## config.mk

```make
export PLATFORM = sky130hd
export DESIGN_NAME = preemptive_priority_scheduler_flat
export DESIGN_NICKNAME = d
export VERILOG_FILES = /design/src/ppsch_pkg.sv /design/src/ppsch_if.sv /design/src/ppsch_ram.sv /design/src/ppsch_dp.sv /design/src/ppsch_ctrl.sv /design/src/preemptive_priority_scheduler.sv /design/src/flat_wrapper.sv
export SDC_FILE = /design/constraint.sdc
export NUM_CORES = 2
export LEC_CHECK = 0
export ABC_CLOCK_PERIOD_IN_PS = 21200
export BUFFER_PORTS_ARGS = -buffer_cell sky130_fd_sc_hd__buf_2
export CAP_MARGIN = 20
export CORE_UTILIZATION = 57
export DETAILED_ROUTE_END_ITERATION = 7
export PLACE_DENSITY = 0.77
export SYNTH_ARGS = -nofsm -noshare
export SYNTH_HDL_FRONTEND = slang
export SYNTH_SLANG_ARGS = --single-unit
export TNS_END_PERCENT = 30
```

## constraint.sdc

```tcl
create_clock -name i_clk -period 21.2 [get_ports i_clk]
set_clock_uncertainty 0.15 [all_clocks]
set_input_delay 5.3 -clock i_clk [delete_from_list [all_inputs] [get_ports i_clk]]
set_output_delay 5.3 -clock i_clk [all_outputs]
set_load 0.01 [all_outputs]
```

## src/ppsch_pkg.sv

```systemverilog
// shared types and constants of the preemptive priority scheduler
`default_nettype none

package ppsch_pkg;

    // request codes
    localparam logic [1:0] REQ_CLEAR = 2'd0;
    localparam logic [1:0] REQ_LOAD  = 2'd1;
    localparam logic [1:0] REQ_TICK  = 2'd2;

    localparam logic [31:0] TIME_MAX  = 32'hFFFF_FFFF;
    localparam logic [4:0]  COUNT_MAX = 5'd31;

    typedef struct packed {
        logic [1:0]  req_type;
        logic [3:0]  slot;
        logic [7:0]  task_id;
        logic [7:0]  task_priority;
        logic [15:0] arrival_time;
        logic [15:0] burst_length;
    } t_req;

    typedef struct packed {
        logic        ran;
        logic [7:0]  ran_id;
        logic        finished;
        logic [31:0] finish_time;
        logic [31:0] wait_time;
        logic [31:0] turnaround;
        logic [31:0] time_now;
        logic [4:0]  done_count;
        logic [31:0] wait_sum;
        logic [31:0] turnaround_sum;
        logic        all_done;
    } t_res;

    // one table entry as held in the entry memory
    typedef struct packed {
        logic [7:0]  id;
        logic [7:0]  prio;
        logic [15:0] arrival;
        logic [15:0] burst;
        logic [15:0] remaining;
    } t_entry;

    // controller to datapath
    typedef struct packed {
        logic capture;
        logic scan_start;
        logic scan;
        logic apply;
        logic exec_run;
        logic exec_turn;
        logic exec_wait;
        logic exec_sums;
        logic publish;
    } t_cmd;

    // datapath to controller
    typedef struct packed {
        logic scan_done;
        logic out_free;
    } t_sts;

endpackage

`default_nettype wire

```

## src/ppsch_if.sv

```systemverilog
// request and result channel interfaces
`default_nettype none

interface ppsch_req_if;
    import ppsch_pkg::*;
    logic valid;
    logic ready;
    t_req data;
    modport source (output valid, output data, input ready);
    modport sink (input valid, input data, output ready);
endinterface

interface ppsch_res_if;
    import ppsch_pkg::*;
    logic valid;
    logic ready;
    t_res data;
    modport source (output valid, output data, input ready);
    modport sink (input valid, input data, output ready);
endinterface

`default_nettype wire

```

## src/ppsch_ram.sv

```systemverilog
// generic single write port ram with registered read
`default_nettype none

module ppsch_ram #(
    parameter int WIDTH = 64,
    parameter int DEPTH = 16
) (
    input  wire logic                     i_clk,
    input  wire logic                     i_we,
    input  wire logic [$clog2(DEPTH)-1:0] i_waddr,
    input  wire logic [WIDTH-1:0]         i_wdata,
    input  wire logic [$clog2(DEPTH)-1:0] i_raddr,
    output logic      [WIDTH-1:0]         o_rdata
);

    logic [WIDTH-1:0] r_mem [DEPTH];
    logic [WIDTH-1:0] r_rdata;

    always_ff @(posedge i_clk) begin
        if (i_we) begin
            r_mem[i_waddr] <= i_wdata;
        end
        r_rdata <= r_mem[i_raddr];
    end

    assign o_rdata = r_rdata;

endmodule

`default_nettype wire

```

## src/ppsch_dp.sv

```systemverilog
// scheduler datapath: entry memory, ready flags, scan, timing arithmetic, result register
`default_nettype none

module ppsch_dp #(
    parameter int MAX_TASKS = 16
) (
    input  wire logic            i_clk,
    input  wire logic            i_rst_n,
    input  wire ppsch_pkg::t_cmd i_cmd,
    input  wire ppsch_pkg::t_req i_req,
    output ppsch_pkg::t_sts      o_sts,
    output ppsch_pkg::t_res      o_res,
    output logic                 o_res_valid,
    input  wire logic            i_res_ready
);

    import ppsch_pkg::*;

    localparam int IW = $clog2(MAX_TASKS);
    localparam logic [IW-1:0] LAST_IDX = IW'(MAX_TASKS - 1);

    function automatic logic [31:0] sat_add32(input logic [31:0] a, input logic [31:0] b);
        logic [32:0] s;
        s = {1'b0, a} + {1'b0, b};
        return s[32] ? TIME_MAX : s[31:0];
    endfunction

    // request held for the whole operation
    t_req r_req;

    // control state
    logic [MAX_TASKS-1:0] r_active;
    logic [31:0]          r_time;
    logic [4:0]           r_done;
    logic [31:0]          r_wsum;
    logic [31:0]          r_tsum;
    logic                 r_issuing;
    logic                 r_cmp_vld;
    logic                 r_found;
    logic                 r_fin;
    logic                 r_out_vld;

    // payload registers
    logic [IW-1:0] r_rd_idx;
    logic [IW-1:0] r_cmp_idx;
    logic [IW-1:0] r_best_idx;
    t_entry        r_best;
    logic [31:0]   r_turn;
    logic [31:0]   r_wait;
    t_res          r_out;

    // memory ports
    logic          we;
    logic [IW-1:0] waddr;
    t_entry        wdata;
    t_entry        rdata;
    logic          slot_ok;
    logic          cand;

    assign slot_ok = (32'(r_req.slot) < 32'(MAX_TASKS));

    always_comb begin
        we    = 1'b0;
        waddr = r_best_idx;
        wdata = r_best;
        wdata.remaining = r_best.remaining - 16'd1;
        if (i_cmd.apply && r_req.req_type == REQ_LOAD && slot_ok) begin
            we    = 1'b1;
            waddr = IW'(r_req.slot);
            wdata = '{id: r_req.task_id, prio: r_req.task_priority,
                      arrival: r_req.arrival_time, burst: r_req.burst_length,
                      remaining: r_req.burst_length};
        end else if (i_cmd.exec_run && r_found) begin
            we = 1'b1;
        end
    end

    ppsch_ram #(
        .WIDTH ($bits(t_entry)),
        .DEPTH (MAX_TASKS)
    ) u_ram (
        .i_clk   (i_clk),
        .i_we    (we),
        .i_waddr (waddr),
        .i_wdata (wdata),
        .i_raddr (r_rd_idx),
        .o_rdata (rdata)
    );

    // entry under comparison: has work, has arrived, beats the current best
    assign cand = r_cmp_vld && r_active[r_cmp_idx] &&
                  ({16'd0, rdata.arrival} <= r_time) &&
                  (!r_found || rdata.prio < r_best.prio);

    always_ff @(posedge i_clk) begin
        if (!i_rst_n) begin
            r_active  <= '0;
            r_time    <= '0;
            r_done    <= '0;
            r_wsum    <= '0;
            r_tsum    <= '0;
            r_issuing <= 1'b0;
            r_cmp_vld <= 1'b0;
            r_found   <= 1'b0;
            r_fin     <= 1'b0;
            r_out_vld <= 1'b0;
        end else begin
            if (i_cmd.scan_start) begin
                r_issuing <= 1'b1;
                r_cmp_vld <= 1'b0;
                r_found   <= 1'b0;
            end
            if (i_cmd.scan) begin
                if (r_issuing && r_rd_idx == LAST_IDX) begin
                    r_issuing <= 1'b0;
                end
                r_cmp_vld <= r_issuing;
                if (cand) begin
                    r_found <= 1'b1;
                end
            end
            if (i_cmd.apply) begin
                r_found <= 1'b0;
                r_fin   <= 1'b0;
                case (r_req.req_type)
                    REQ_CLEAR: begin
                        r_active <= '0;
                        r_time   <= '0;
                        r_done   <= '0;
                        r_wsum   <= '0;
                        r_tsum   <= '0;
                    end
                    REQ_LOAD: begin
                        if (slot_ok) begin
                            r_active[IW'(r_req.slot)] <= (r_req.burst_length != 16'd0);
                        end
                    end
                    default: begin
                    end
                endcase
            end
            if (i_cmd.exec_run) begin
                if (r_time != TIME_MAX) begin
                    r_time <= r_time + 32'd1;
                end
                r_fin <= r_found && (r_best.remaining == 16'd1);
                if (r_found && r_best.remaining == 16'd1) begin
                    r_active[r_best_idx] <= 1'b0;
                end
            end
            if (i_cmd.exec_sums && r_fin) begin
                r_wsum <= sat_add32(r_wsum, r_wait);
                r_tsum <= sat_add32(r_tsum, r_turn);
                if (r_done != COUNT_MAX) begin
                    r_done <= r_done + 5'd1;
                end
            end
            if (i_cmd.publish) begin
                r_out_vld <= 1'b1;
            end else if (i_res_ready) begin
                r_out_vld <= 1'b0;
            end
        end
    end

    always_ff @(posedge i_clk) begin
        if (i_cmd.capture) begin
            r_req <= i_req;
        end
        if (i_cmd.scan_start) begin
            r_rd_idx <= '0;
        end
        if (i_cmd.scan) begin
            if (r_issuing) begin
                r_rd_idx <= r_rd_idx + IW'(1);
            end
            r_cmp_idx <= r_rd_idx;
            if (cand) begin
                r_best_idx <= r_cmp_idx;
                r_best     <= rdata;
            end
        end
        if (i_cmd.exec_turn) begin
            r_turn <= r_time - {16'd0, r_best.arrival};
        end
        if (i_cmd.exec_wait) begin
            r_wait <= (r_turn >= {16'd0, r_best.burst}) ?
                      r_turn - {16'd0, r_best.burst} : 32'd0;
        end
        if (i_cmd.publish) begin
            r_out.ran            <= r_found;
            r_out.ran_id         <= r_found ? r_best.id : 8'd0;
            r_out.finished       <= r_fin;
            r_out.finish_time    <= r_fin ? r_time : 32'd0;
            r_out.wait_time      <= r_fin ? r_wait : 32'd0;
            r_out.turnaround     <= r_fin ? r_turn : 32'd0;
            r_out.time_now       <= r_time;
            r_out.done_count     <= r_done;
            r_out.wait_sum       <= r_wsum;
            r_out.turnaround_sum <= r_tsum;
            r_out.all_done       <= ~|r_active;
        end
    end

    assign o_sts.scan_done = r_cmp_vld && (r_cmp_idx == LAST_IDX);
    assign o_sts.out_free  = !r_out_vld || i_res_ready;
    assign o_res           = r_out;
    assign o_res_valid     = r_out_vld;

endmodule

`default_nettype wire

```

## src/ppsch_ctrl.sv

```systemverilog
// scheduler controller state machine
`default_nettype none

module ppsch_ctrl (
    input  wire logic            i_clk,
    input  wire logic            i_rst_n,
    input  wire logic            i_valid,
    input  wire logic [1:0]      i_req_type,
    output logic                 o_ready,
    output ppsch_pkg::t_cmd      o_cmd,
    input  wire ppsch_pkg::t_sts i_sts
);

    import ppsch_pkg::*;

    typedef enum logic [7:0] {
        ST_IDLE  = 8'b0000_0001,
        ST_APPLY = 8'b0000_0010,
        ST_SCAN  = 8'b0000_0100,
        ST_RUN   = 8'b0000_1000,
        ST_TURN  = 8'b0001_0000,
        ST_WAIT  = 8'b0010_0000,
        ST_SUMS  = 8'b0100_0000,
        ST_OUT   = 8'b1000_0000
    } t_state;

    t_state r_state;
    t_state n_state;

    always_comb begin
        n_state = r_state;
        o_ready = 1'b0;
        o_cmd   = '0;
        case (r_state)
            ST_IDLE: begin
                o_ready = 1'b1;
                if (i_valid) begin
                    o_cmd.capture = 1'b1;
                    if (i_req_type == REQ_TICK) begin
                        o_cmd.scan_start = 1'b1;
                        n_state = ST_SCAN;
                    end else begin
                        n_state = ST_APPLY;
                    end
                end
            end
            ST_APPLY: begin
                o_cmd.apply = 1'b1;
                n_state = ST_OUT;
            end
            ST_SCAN: begin
                o_cmd.scan = 1'b1;
                if (i_sts.scan_done) begin
                    n_state = ST_RUN;
                end
            end
            ST_RUN: begin
                o_cmd.exec_run = 1'b1;
                n_state = ST_TURN;
            end
            ST_TURN: begin
                o_cmd.exec_turn = 1'b1;
                n_state = ST_WAIT;
            end
            ST_WAIT: begin
                o_cmd.exec_wait = 1'b1;
                n_state = ST_SUMS;
            end
            ST_SUMS: begin
                o_cmd.exec_sums = 1'b1;
                n_state = ST_OUT;
            end
            ST_OUT: begin
                if (i_sts.out_free) begin
                    o_cmd.publish = 1'b1;
                    n_state = ST_IDLE;
                end
            end
            default: begin
                n_state = ST_IDLE;
            end
        endcase
    end

    always_ff @(posedge i_clk) begin
        if (!i_rst_n) begin
            r_state <= ST_IDLE;
        end else begin
            r_state <= n_state;
        end
    end

endmodule

`default_nettype wire

```

## src/preemptive_priority_scheduler.sv

```systemverilog
// a tick request is captured, then the entry memory is scanned and the run, turnaround, wait and
//   sums steps follow; clear and load apply the request; either result is then registered once
//   the output register is free; one request at a time; the scan reads one entry slot per cycle
// the result register lets the next request in while a result waits to be taken
// reset (synchronous, active low) empties the table, zeroes time, count and sums;
//   entry memory contents are not cleared, an entry counts only once loaded
`default_nettype none

module preemptive_priority_scheduler #(
    parameter int MAX_TASKS = 16
) (
    input  wire logic   i_clk,
    input  wire logic   i_rst_n,
    ppsch_req_if.sink   i_req,
    ppsch_res_if.source o_res
);

    import ppsch_pkg::*;

    // command and status between the controller and the datapath
    t_cmd cmd;
    t_sts sts;
    logic ready;

    // controller: accepts a request, then sequences apply or scan and execute,
    // and holds the result until the output register is free
    ppsch_ctrl u_ctrl (
        .i_clk      (i_clk),
        .i_rst_n    (i_rst_n),
        .i_valid    (i_req.valid),
        .i_req_type (i_req.data.req_type),
        .o_ready    (ready),
        .o_cmd      (cmd),
        .i_sts      (sts)
    );

    // datapath: entry memory swept one slot a cycle to pick the most urgent
    // ready entry (ties to the lowest slot), then registered steps for time,
    // turnaround, wait and the sums, in that order
    ppsch_dp #(
        .MAX_TASKS (MAX_TASKS)
    ) u_dp (
        .i_clk       (i_clk),
        .i_rst_n     (i_rst_n),
        .i_cmd       (cmd),
        .i_req       (i_req.data),
        .o_sts       (sts),
        .o_res       (o_res.data),
        .o_res_valid (o_res.valid),
        .i_res_ready (o_res.ready)
    );

    // a request is taken only while the controller is idle
    assign i_req.ready = ready;

endmodule

`default_nettype wire

```

## src/flat_wrapper.sv

```systemverilog
// flat-port wrapper written by rule: the top's interface ports become plain ports
module preemptive_priority_scheduler_flat import ppsch_pkg::*;
#(
    parameter int MAX_TASKS = 16
)
  (i_clk, i_rst_n, i_req_valid, i_req_data, i_req_ready, o_res_valid, o_res_data, o_res_ready);
  ppsch_req_if i_req_i ();
  ppsch_res_if o_res_i ();
  input  wire logic i_clk;
  input  wire logic i_rst_n;
  input wire logic [$bits(i_req_i.valid)-1:0] i_req_valid;
  input wire logic [$bits(i_req_i.data)-1:0] i_req_data;
  output wire logic [$bits(i_req_i.ready)-1:0] i_req_ready;
  output wire logic [$bits(o_res_i.valid)-1:0] o_res_valid;
  output wire logic [$bits(o_res_i.data)-1:0] o_res_data;
  input wire logic [$bits(o_res_i.ready)-1:0] o_res_ready;
  assign i_req_i.valid = i_req_valid;
  assign i_req_i.data = i_req_data;
  assign i_req_ready = i_req_i.ready;
  assign o_res_valid = o_res_i.valid;
  assign o_res_data = o_res_i.data;
  assign o_res_i.ready = o_res_ready;
  preemptive_priority_scheduler #(.MAX_TASKS(MAX_TASKS)) u_core (.i_clk(i_clk), .i_rst_n(i_rst_n), .i_req(i_req_i), .o_res(o_res_i));
endmodule
```

==> results_dict.tcl <==
set metrics [dict create \
    status "finished, final reports clean" \
    die_area_um2 116000 \
    cts_max_level 4 \
    syn_inst 3798 \
    io_pins 268 \
    antenna_found_initial 6 \
    drv_slew 0 \
    ir_drop_mv 0.09818 \
    track_usage_pct 27.17 \
    synth_most_common_cell "edfxtp_1" \
    core_area_um2 113100 \
    tightestPinTransition_ns 1.125 \
    async_flop_share_pct 0 \
    vias_per_cell 6.358 \
    arrival_ns 2.53 \
    yosys-top-cells-count "edfxtp_1 (1422), mux4_2 (325), dfxtp_1 (198), a21oi_1 (179), nand2_1 (162)" \
    dp_cells 5500 \
    cts_setup_buffers 0 \
    drt_iter0_drc 3903 \
    min_period_over_period_pct 37.62 \
    worstPathRequired_ns 15.75 \
    hpwl_mm 89.88 \
    port_buffers 267 \
    grt_max_degree 168 \
    totalWireLength_mm 157.7 \
    synth_cell_type_count 88 \
    synth_seq_cells 1620 \
    setup_viol 0 \
    finalHoldViolCount 0 \
    num_vias 36850 \
    cts_num_sinks 1620 \
    row_count 123 \
    synth_top_area_cell "edfxtp_1" \
    hold_path_class "reg2reg" \
    drv_cap 0 \
    cts_max_path_buffers 3 \
    cts_hold_buf 0 \
    fin_tns_setup_ns 0 \
    cts_made_buffers 158 \
    final-seq-area_um2 46680 \
    ys_warn_count 0 \
    finish.net_count 4350 \
    diodes 0 \
    worst_setup_path_start_kind "flop" \
    cts_tree "yes" \
    path_class "reg2out" \
    slew_headroom_pct 25.01 \
    drtAntennaViolNets 0 \
    final_layout_size_suffix_gt1_share_pct 23.51 \
    avgRoutedWirePerCell_um 27.20 \
    first_global_vias 36480 \
    die_w_um 340.5 \
    leakage_nw 24.45 \
    synth_top_flop_cell "edfxtp_1" \
    fmax_ghz 0.1254 \
    multiInputGateArea_um2 17760 \
    r2r_cells 10 \
    clkLatencyLatePin_ns 0.78 \
    synth.net_count 3985 \
    cts_root_buf "clkbuf_16" \
    drc_errors 0 \
    rsz0062_at_grt "false" \
    post_cts_resized 0 \
    place_congestion 0.9051 \
    drtPass1Iterations 6 \
    fillCellCount 7431 \
    path_max_fanout 8 \
    grt_pass1_wl_mm 232.0 \
    ys_seq_area_share_pct 71.43 \
    period_needed_ns 7.976 \
    finalNonFillerCells 5796 \
    syn_avg_cell_area_um2 17.20 \
    holdPathStages 0 \
    synthesis.area_um2 65330 \
    start_util_pct 57.75 \
    yosysTopAreaCellShare_pct 65.36 \
    die_h_um 340.5 \
    path_clk_slew_ns 0.06 \
    syn_to_final_growth_pct 13.54 \
    ys_top_cells_by_area "edfxtp_1 (65%), mux4_2 (11%), dfxtp_1 (6.1%)" \
    powerDensity_nw_per_um2 88.00 \
    endpoint_kind "primary output" \
    grt-ovfl-total 0 \
    synth-edff-count 1422 \
]
-- metal layers --
layer / part of all wire (%) / wire length [µm] / global-route usage (%)
met5: 0.034 / 54 / 0
met4: 3.4 / 5376 / 10.21
met3: 8.9 / 14070 / 4.707
met1: 38 / 59350 / 35.94
met2: 50 / 78810 / 45.46
-- worst max-delay path: stages (launching register included) --
cell,delay [ns]
dfxtp_1,0.39
nor4_1,0.44
and2b_1,0.28
and3_1,0.44
buf_2,0.21
-- logic make-up after synthesis --
| kind of cell | count (synthesis) | synth area share (%) |
|---|---|---|
| flip-flops | 1620 | 71.43 |
| adder cells (fa/ha/maj) | 129 | 2.517 |
| AO/OA/AOI/OAI | 602 | 5.729 |
| buffers and inverters | 265 | 1.611 |
| AND/OR/NAND/NOR | 722 | 5.656 |
| XOR/XNOR | 124 | 1.662 |
| multiplexers | 336 | 11.40 |
-- stage by stage --
step                      worst slack (ns)  hold slack, ns  utilization (%)  instance area [µm²]  power [mW]
after floorplan                      5.686          0.2355                -                65330       3.688
after global placement               13.14          0.2361            60.73                68700       3.743
after detailed placement             13.11          0.2387            60.83                68810       3.748
after CTS                            13.22          0.2543            65.53                74130       6.562
after global routing                 13.09          0.2554            65.57                74170       6.691
final                                13.22          0.2547            65.57                74170       6.528
-- path summary, 6_finish.rpt --
path / from / slack [ns] / to
worst min-delay path: u_core.u_dp.u_ram.o_rdata[10] / 0.25 / u_core.u_dp.r_best[10]
worst max-delay path: u_core.u_ctrl.r_state[2] / 13.22 / i_req_ready
worst max register to register: u_core.u_ctrl.r_state[0] / 15.48 / u_core.u_dp.u_ram.r_mem[11][7]
worst min register to register: u_core.u_dp.u_ram.o_rdata[10] / 0.25 / u_core.u_dp.r_best[10]
-- power breakdown --
group          internal [mW]  switching [mW]  total [mW]
Sequential              3.46          0.0297        3.49
Clock                   1.64            1.20        2.85
Combinational         0.0961          0.0923       0.188
-- flip-flops by register name (all words and copies together) (netlist names), 4 cells and up --
signal / count
u_core.u_dp.r_rd_idx: 4
u_core.u_dp.r_wsum: 32
u_core.u_dp.r_best_idx: 4
u_core.u_dp.r_tsum: 32
u_core.u_dp.r_done: 5
u_core.u_dp.r_best: 64
u_core.u_dp.r_active: 16
u_core.u_ctrl.r_state: 8
u_core.u_dp.r_req: 54
u_core.u_dp.r_cmp_idx: 4
u_core.u_dp.u_ram.o_rdata: 64
u_core.u_dp.u_ram.r_mem: 1024
u_core.u_dp.r_wait: 32
u_core.u_dp.o_res: 208
u_core.u_dp.r_turn: 32
u_core.u_dp.r_time: 32
-- layout make-up --
| type | instances | share of cell area, % |
|---|---|---|
| Sequential cell | 1620 | 62.93 |
| Tap cell | 1500 | 2.530 |
| Timing Repair Buffer | 375 | 2.940 |
| Inverter | 95 | 0.4824 |
| Clock buffer | 223 | 5.953 |
| Clock inverter | 70 | 1.216 |
| Multi-Input combinational cell | 1913 | 23.94 |
-- placed cells by master (no fill, tap or decap), drive strengths merged, types with 101 or more instances in the layout --
cell type | synthesis | layout
ha | 125 | 125
edfxtp | 1422 | 1422
inv | 95 | 101
nor2 | 156 | 156
dfxtp | 198 | 198
clkbuf | 115 | 223
mux4 | 325 | 325
buf | 55 | 375
a21oi | 181 | 181
o21ai | 161 | 161
nand2 | 163 | 163
and2 | 112 | 112
Note: power is estimated with default switching activity, not from simulation.
